$ cat src/design/slfs_pkg.sv
`default_nettype none
// ----------------------------------------------------------------------------
// slfs_pkg: shared types and constants for the frame scanner
// Sync bytes, header size, scan phases and the result record.
// ----------------------------------------------------------------------------
package slfs_pkg;

    localparam int OFFSET_BITS     = 48;
    localparam int OUT_OFFSET_BITS = 48;
    localparam int OUT_LENGTH_BITS = 17;

    localparam logic [7:0]  SYNC_FIRST   = 8'hAA;
    localparam logic [7:0]  SYNC_SECOND  = 8'hBB;
    localparam logic [15:0] STAMP_BYTES  = 16'd4;
    localparam logic [16:0] HEADER_BYTES = 17'd8;

    localparam logic [OFFSET_BITS-1:0] OFFSET_MAX = {OFFSET_BITS{1'b1}};

    typedef enum logic [3:0] {
        PH_HUNT   = 4'd0,
        PH_SYNC2  = 4'd1,
        PH_LEN_LO = 4'd2,
        PH_LEN_HI = 4'd3,
        PH_STAMP  = 4'd4,
        PH_BODY   = 4'd5
    } scan_phase_t;

    typedef struct packed {
        logic [OUT_OFFSET_BITS-1:0] frame_offset;
        logic [OUT_LENGTH_BITS-1:0] frame_length;
    } frame_result_t;

endpackage : slfs_pkg
`default_nettype wire

$ cat src/design/sync_length_frame_scanner_top.sv
`default_nettype none
// ----------------------------------------------------------------------------
// sync_length_frame_scanner_top: sync-word, length-prefixed frame scanner
// Scans a byte stream and reports the offset and size of each whole frame.
// ----------------------------------------------------------------------------
// Usage:
//   Input channel (s_valid/s_ready/s_data_byte) carries one stream byte per
//   request. Output channel (m_valid/m_ready/m_frame_offset/m_frame_length)
//   carries one report per complete frame: offset of the first sync byte
//   (0xAA) and total size (payload length plus eight).
//   A byte is first held in the input register, then the scan core updates
//   its state and, on the last byte of a frame, loads the result register.
//   m_valid is driven from the result register, so a report passes the input
//   register and then the result register before the receiver can take it.
//   Throughput is one byte per cycle while no report is stalled, set by the
//   update of the scan state machine between the input and result registers.
//   When the receiver stalls with a report pending, the core holds every
//   byte in the input register, whether it closes a frame or not; one more
//   byte may be accepted if that register is empty, then s_ready drops.
//   The stream offset saturates at its top value.
//   Reset (aresetn low, synchronous) drops any held byte and report and
//   returns the scanner to hunting for a sync byte at offset zero.
// ----------------------------------------------------------------------------
module sync_length_frame_scanner_top
    import slfs_pkg::*;
(
    input  wire logic                  aclk,
    input  wire logic                  aresetn,
    input  wire logic                  s_valid,
    output logic                       s_ready,
    input  wire logic [7:0]            s_data_byte,
    output logic                       m_valid,
    input  wire logic                  m_ready,
    output logic [OUT_OFFSET_BITS-1:0] m_frame_offset,
    output logic [OUT_LENGTH_BITS-1:0] m_frame_length
);

    logic          byte_valid;
    logic [7:0]    byte_data;
    logic          out_free;
    logic          step;
    logic          done;
    frame_result_t result;

    // advance the core only when a report it may produce has a place to go
    assign step = byte_valid && out_free;

    slfs_in_reg u_in_reg (
        .aclk        (aclk),
        .aresetn     (aresetn),
        .s_valid     (s_valid),
        .s_ready     (s_ready),
        .s_data_byte (s_data_byte),
        .consume     (step),
        .byte_valid  (byte_valid),
        .byte_data   (byte_data)
    );

    slfs_scan_core u_core (
        .aclk      (aclk),
        .aresetn   (aresetn),
        .step      (step),
        .data_byte (byte_data),
        .done      (done),
        .result    (result)
    );

    slfs_out_reg u_out_reg (
        .aclk           (aclk),
        .aresetn        (aresetn),
        .load           (step && done),
        .result         (result),
        .free           (out_free),
        .m_valid        (m_valid),
        .m_ready        (m_ready),
        .m_frame_offset (m_frame_offset),
        .m_frame_length (m_frame_length)
    );

endmodule : sync_length_frame_scanner_top
`default_nettype wire

$ cat src/design/slfs_in_reg.sv
`default_nettype none
// ----------------------------------------------------------------------------
// slfs_in_reg: input byte register
// Holds one accepted byte until the scan core consumes it.
// ----------------------------------------------------------------------------
module slfs_in_reg
    import slfs_pkg::*;
(
    input  wire logic       aclk,
    input  wire logic       aresetn,
    input  wire logic       s_valid,
    output logic            s_ready,
    input  wire logic [7:0] s_data_byte,
    input  wire logic       consume,
    output logic            byte_valid,
    output logic [7:0]      byte_data
);

    logic       valid_reg;
    logic       valid_next;
    logic [7:0] data_reg;

    // accept when empty or when the held byte leaves this cycle
    assign s_ready    = !valid_reg || consume;
    assign valid_next = (s_valid && s_ready) || (valid_reg && !consume);

    always_ff @(posedge aclk) begin
        if (!aresetn) begin
            valid_reg <= 1'b0;
        end else begin
            valid_reg <= valid_next;
        end
    end

    always_ff @(posedge aclk) begin
        if (s_valid && s_ready) begin
            data_reg <= s_data_byte;
        end
    end

    assign byte_valid = valid_reg;
    assign byte_data  = data_reg;

endmodule : slfs_in_reg
`default_nettype wire

$ cat src/design/slfs_scan_core.sv
`default_nettype none
// ----------------------------------------------------------------------------
// slfs_scan_core: frame hunt and skip state machine
// Tracks the stream offset and the frame header; flags the last frame byte.
// ----------------------------------------------------------------------------
module slfs_scan_core
    import slfs_pkg::*;
(
    input  wire logic       aclk,
    input  wire logic       aresetn,
    input  wire logic       step,
    input  wire logic [7:0] data_byte,
    output logic            done,
    output frame_result_t   result
);

    scan_phase_t            phase_reg, phase_next;
    logic [OFFSET_BITS-1:0] byte_offset_reg, byte_offset_next;
    logic [OFFSET_BITS-1:0] start_offset_reg, start_offset_next;
    logic [15:0]            payload_length_reg, payload_length_next;
    logic [15:0]            bytes_left_reg, bytes_left_next;
    logic [15:0]            left_dec;

    assign left_dec = bytes_left_reg - 16'd1;

    always_ff @(posedge aclk) begin
        if (!aresetn) begin
            phase_reg          <= PH_HUNT;
            byte_offset_reg    <= '0;
            start_offset_reg   <= '0;
            payload_length_reg <= '0;
            bytes_left_reg     <= '0;
        end else if (step) begin
            phase_reg          <= phase_next;
            byte_offset_reg    <= byte_offset_next;
            start_offset_reg   <= start_offset_next;
            payload_length_reg <= payload_length_next;
            bytes_left_reg     <= bytes_left_next;
        end
    end

    always_comb begin
        phase_next          = phase_reg;
        start_offset_next   = start_offset_reg;
        payload_length_next = payload_length_reg;
        bytes_left_next     = bytes_left_reg;
        done                = 1'b0;

        unique case (phase_reg)
            PH_SYNC2: begin
                if (data_byte == SYNC_SECOND) begin
                    phase_next = PH_LEN_LO;
                end else if (data_byte == SYNC_FIRST) begin
                    start_offset_next = byte_offset_reg;
                end else begin
                    phase_next = PH_HUNT;
                end
            end
            PH_LEN_LO: begin
                payload_length_next = {8'd0, data_byte};
                phase_next          = PH_LEN_HI;
            end
            PH_LEN_HI: begin
                payload_length_next = {data_byte, payload_length_reg[7:0]};
                bytes_left_next     = STAMP_BYTES;
                phase_next          = PH_STAMP;
            end
            PH_STAMP: begin
                bytes_left_next = left_dec;
                if (left_dec == 16'd0) begin
                    if (payload_length_reg == 16'd0) begin
                        done       = 1'b1;
                        phase_next = PH_HUNT;
                    end else begin
                        bytes_left_next = payload_length_reg;
                        phase_next      = PH_BODY;
                    end
                end
            end
            PH_BODY: begin
                bytes_left_next = left_dec;
                if (left_dec == 16'd0) begin
                    done       = 1'b1;
                    phase_next = PH_HUNT;
                end
            end
            default: begin
                // hunting, and any unused phase code
                if (data_byte == SYNC_FIRST) begin
                    start_offset_next = byte_offset_reg;
                    phase_next        = PH_SYNC2;
                end else begin
                    phase_next = PH_HUNT;
                end
            end
        endcase
    end

    // saturate at the top offset
    assign byte_offset_next = (byte_offset_reg != OFFSET_MAX)
                              ? byte_offset_reg + OFFSET_BITS'(1)
                              : byte_offset_reg;

    assign result.frame_offset = OUT_OFFSET_BITS'(start_offset_reg);
    assign result.frame_length = {1'b0, payload_length_reg} + HEADER_BYTES;

endmodule : slfs_scan_core
`default_nettype wire

$ cat src/design/slfs_out_reg.sv
`default_nettype none
// ----------------------------------------------------------------------------
// slfs_out_reg: result register
// Holds one frame report until the receiver takes it.
// ----------------------------------------------------------------------------
module slfs_out_reg
    import slfs_pkg::*;
(
    input  wire logic                        aclk,
    input  wire logic                        aresetn,
    input  wire logic                        load,
    input  wire frame_result_t               result,
    output logic                             free,
    output logic                             m_valid,
    input  wire logic                        m_ready,
    output logic [OUT_OFFSET_BITS-1:0]       m_frame_offset,
    output logic [OUT_LENGTH_BITS-1:0]       m_frame_length
);

    logic          valid_reg;
    logic          valid_next;
    frame_result_t result_reg;

    assign free       = !valid_reg || m_ready;
    assign valid_next = load || (valid_reg && !m_ready);

    always_ff @(posedge aclk) begin
        if (!aresetn) begin
            valid_reg <= 1'b0;
        end else begin
            valid_reg <= valid_next;
        end
    end

    always_ff @(posedge aclk) begin
        if (load) begin
            result_reg <= result;
        end
    end

    assign m_valid        = valid_reg;
    assign m_frame_offset = result_reg.frame_offset;
    assign m_frame_length = result_reg.frame_length;

endmodule : slfs_out_reg
`default_nettype wire
$ cat config.mk
export PLATFORM = sky130hd
export DESIGN_NAME = sync_length_frame_scanner_top
export DESIGN_NICKNAME = d
export VERILOG_FILES = /design/src/design/slfs_pkg.sv /design/src/design/sync_length_frame_scanner_top.sv /design/src/design/slfs_in_reg.sv /design/src/design/slfs_scan_core.sv /design/src/design/slfs_out_reg.sv
export SDC_FILE = /design/constraint.sdc
export NUM_CORES = 1
export LEC_CHECK = 0
export ABC_CLOCK_PERIOD_IN_PS = 16000
export BUFFER_PORTS_ARGS = -buffer_cell sky130_fd_sc_hd__buf_2
export CAP_MARGIN = 15
export CORE_MARGIN = 3
export CORE_UTILIZATION = 35
export DETAILED_ROUTE_END_ITERATION = 8
export GPL_TIMING_DRIVEN = 0
export SKIP_CTS_REPAIR_TIMING = 1
export SLEW_MARGIN = 20
export SYNTH_ARGS = -nofsm -noshare
export SYNTH_HDL_FRONTEND = slang
export SYNTH_SLANG_ARGS = --single-unit
$ cat constraint.sdc
create_clock -name aclk -period 16 [get_ports aclk]
set_input_delay 1.6 -clock aclk [delete_from_list [all_inputs] [get_ports aclk]]
set_output_delay 1.6 -clock aclk [all_outputs]
set_load 0.01 [all_outputs]
==> results by group <==
Status
  – Outcome: finished, final reports clean

Drt
  – TritonRoute pass-1 iters: 5
  – Routed via count: between 6000 and 7000
  – Antenna-violating nets left: 0
  – Drt initial violations: 512
  – Vias per inst: 5.25
  – Wirelength per Cell: 16.2 um
  – Final Routed Wirelength: approximately 21000 um
  – Remaining DRCs: 0

Clocking
  – Root Driver: clkbuf_16
  – CTS Sinks: 206
  – Clock buffer depth: 3
  – CTS buffer count: 22
  – Worst-Skew Late Latency: 510 ps
  – Clock slew at reported path FFs: approximately 60 ps
  – CTS tree: yes
  – H-tree depth: 1

Timing
  – Worst-Margin Slew: 1000 ps
  – Setup violators final: 0
  – Setup ws final: between 10000 and 15000 ps
  – Fin crit period: 4660 ps
  – Final Hold Vio Count: 0
  – Slew Limit Headroom: 32.7%
  – Final setup skew: 20.7 ps
  – RSZ-0062 raised after global routing: no
  – Slew Viols, Final: 0
  – TNS Setup: 0 ps
  – FMAX: 0.215 GHz
  – Fin crit share: 29.1%

Worst hold path
  – Worst min-delay path category: flip-flop to flip-flop
  – Worst Min Path Start: u_core.start_offset_reg[36]

Critical path
  – Crit path capture: u_out_reg.m_frame_offset[29]
  – Setup crit start kind: flip-flop
  – Worst Reg-to-Reg Cells: 14
  – CP arrival: slightly below 5000 ps
  – Crit end category: flip-flop
  – FF-to-FF End: u_out_reg.m_frame_offset[29]
  – R2r setup slk: 11340 ps
  – Max FO, Critical Path: 10
  – Critical path origin: u_core.bytes_left_reg[1]
  – RR Startpoint: u_core.bytes_left_reg[1]
  – CP Data Required Time: 16200 ps
  – Worst Setup Path Type: flip-flop to flip-flop

Global route
  – Initial antenna violation count: 0
  – Vias in the first global route: 6614
  – Overflow after GRT: 0
  – First-pass GRT wire length: 34900 um
  – All-layer global routing usage: 16.0%
  – Largest net degree at the start of global routing: 14

Synthesis
  – Most used DFF post-synth: dfxtp_1
  – Number of flops mapped to enable cells by yosys: 73
  – Post-Syn Area per Cell: between 10 and 15 um2
  – Count of cell types in the netlist: 55
  – Ys async rst share: 0%
  – Syn_nets: 890
  – Mapped Area: 8770 um2
  – Share of the yosys chip area belonging to registers: 55.3%
  – Ys Warns: 0
  – Synthesized netlist cell count: slightly below 900
  – Synthesis-stage register bit count: 206

Die
  – Core Area: 24500 um2
  – Initial core utilization: a little over a third
  – Die Ht: 164 um
  – IO Count: slightly below 80
  – Cell Rows: 57
  – Die W: 164 um
  – Die area: around 27000 um2

Placed design
  – Dpl hpwl: roughly 15000 um
  – DP Worst Slack: 11360 ps
  – Inst Count DP: roughly 1300
  – Final GP Congestion: roughly 0.9
  – Port bufs: 77

Flow run
  – Number of max-cap violations: 0

Final layout
  – Most frequent cells in the layout: dfxtp_1 (133), nor2_1 (90), buf_2 (90)
  – Final #Nets: 1002
  – Ant. Diodes: 0
  – Commonest non-fill, non-tap cell in the layout: dfxtp_1
  – Filler cells: 2385
  – Non-Filler Instances: 1323
  – Area Growth Syn to Fin: 18.4%
  – Layout cells sized above 1: between 10% and 20%

Power
  – Total Power: roughly 1100 uW
  – Switching pwr: 239 uW
  – Sw frac: between 20% and 30%
  – Clock share of power: 46.6%
  – Comb power frac: 4.5%
  – Leakage power: 0.00332 uW
  – Peak supply drop: around 0.000059 V
  – Cell Int Power: 881 uW
  – Power per cell area: 108 nW/um2
  – Register share of total power: 49.0%
==> kinds of logic (layout without fill, tap and decap cells) <==
logic type                 after synthesis  in the layout  synth area share [%]
xor gates and xnor gates                27             27                  2.70
buffers and inverters                   65            190                  2.94
AOI/OAI and AO/OA                      146            146                  10.5
adders and majority gates                4              4                 0.571
DFF                                    206            206                  55.3
muxes                                   57             57                  6.50
and+or+nand+nor                        369            369                  21.5
==> layout make-up <==
type	count	area, um2	area share, %
Sequential cell	206	4850	46.7
Multi-Input combinational cell	603	3680	35.5
Clock buffer	30	632	6.08
Timing Repair Buffer	88	448	4.31
Tap cell	324	405	3.90
Buffer	49	198	1.90
Clock inverter	7	108	1.04
Inverter	16	60.1	0.578
==> power groups by stage <==
stage                     registers [uW]  clock network [uW]  logic [uW]
after floorplan                      557                   0        35.0
after global placement               559                   0        48.9
after detailed placement             559                   0        49.3
after CTS                            548                 533        49.5
after global routing                 548                 554        55.6
final                                548                 521        49.8
==> how the worst min path moves through the flow <==
stage / to / cells after the start
floorplan: u_out_reg.m_frame_offset[0] / 0
global placement: u_out_reg.m_frame_offset[24] / 0
detailed placement: u_out_reg.m_frame_offset[36] / 0
CTS: u_out_reg.m_frame_offset[36] / 0
global route: u_out_reg.m_frame_offset[36] / 0
finish: u_out_reg.m_frame_offset[36] / 0
==> worst max-delay path, cell delays in order (launching register included) <==
cell and delay (ps):
dfxtp_1 360, inv_1 100, ha_1 330, nor3b_1 580, a32oi_1 190, o32a_1 230, clkbuf_1 220, or4_1 630
nor4_2 250, buf_2 280, buf_2 250, buf_2 240, buf_2 230, buf_2 220, buf_2 220
==> metrics by stage <==
| step | instance area (um2) | util, % | hold slack, ps |
|---|---|---|---|
| 6_report | 10400 | 42.5 | 427 |
| 5_1_grt | 10400 | 42.5 | 437 |
| 3_5_place_dp | 9640 | 39.4 | 413 |
| 3_3_place_gp | 9560 | 39.1 | 418 |
| 4_1_cts | 10400 | 42.4 | 427 |
| 2_1_floorplan | 8770 | - | 408 |
==> Yosys cell counts (all sizes together) (17+ instances only) <==
cell type | number | area, um2
nor2 | 90 | 338
nand3 | 61 | 305
nor3 | 25 | 125
nand4 | 17 | 113
or3 | 20 | 125
xnor2 | 18 | 158
o21ai | 32 | 160
mux2i | 57 | 571
edfxtp | 73 | 2190
clkbuf | 41 | 154
dfxtp | 133 | 2660
a21oi | 53 | 265
nor4 | 24 | 150
nand2 | 66 | 248
==> layer usage <==
layer | GRT usage [%] | vias to the layer above | share of wire, %
met5 | 0 | - | 0
met4 | 6.11 | 0 | 3.4
met3 | 2.32 | 47 | 5.1
met2 | 26.1 | 187 | 46
met1 | 21.5 | 3258 | 46
li1 | - | 3456 | -
Power figures use the tool's default switching activity.
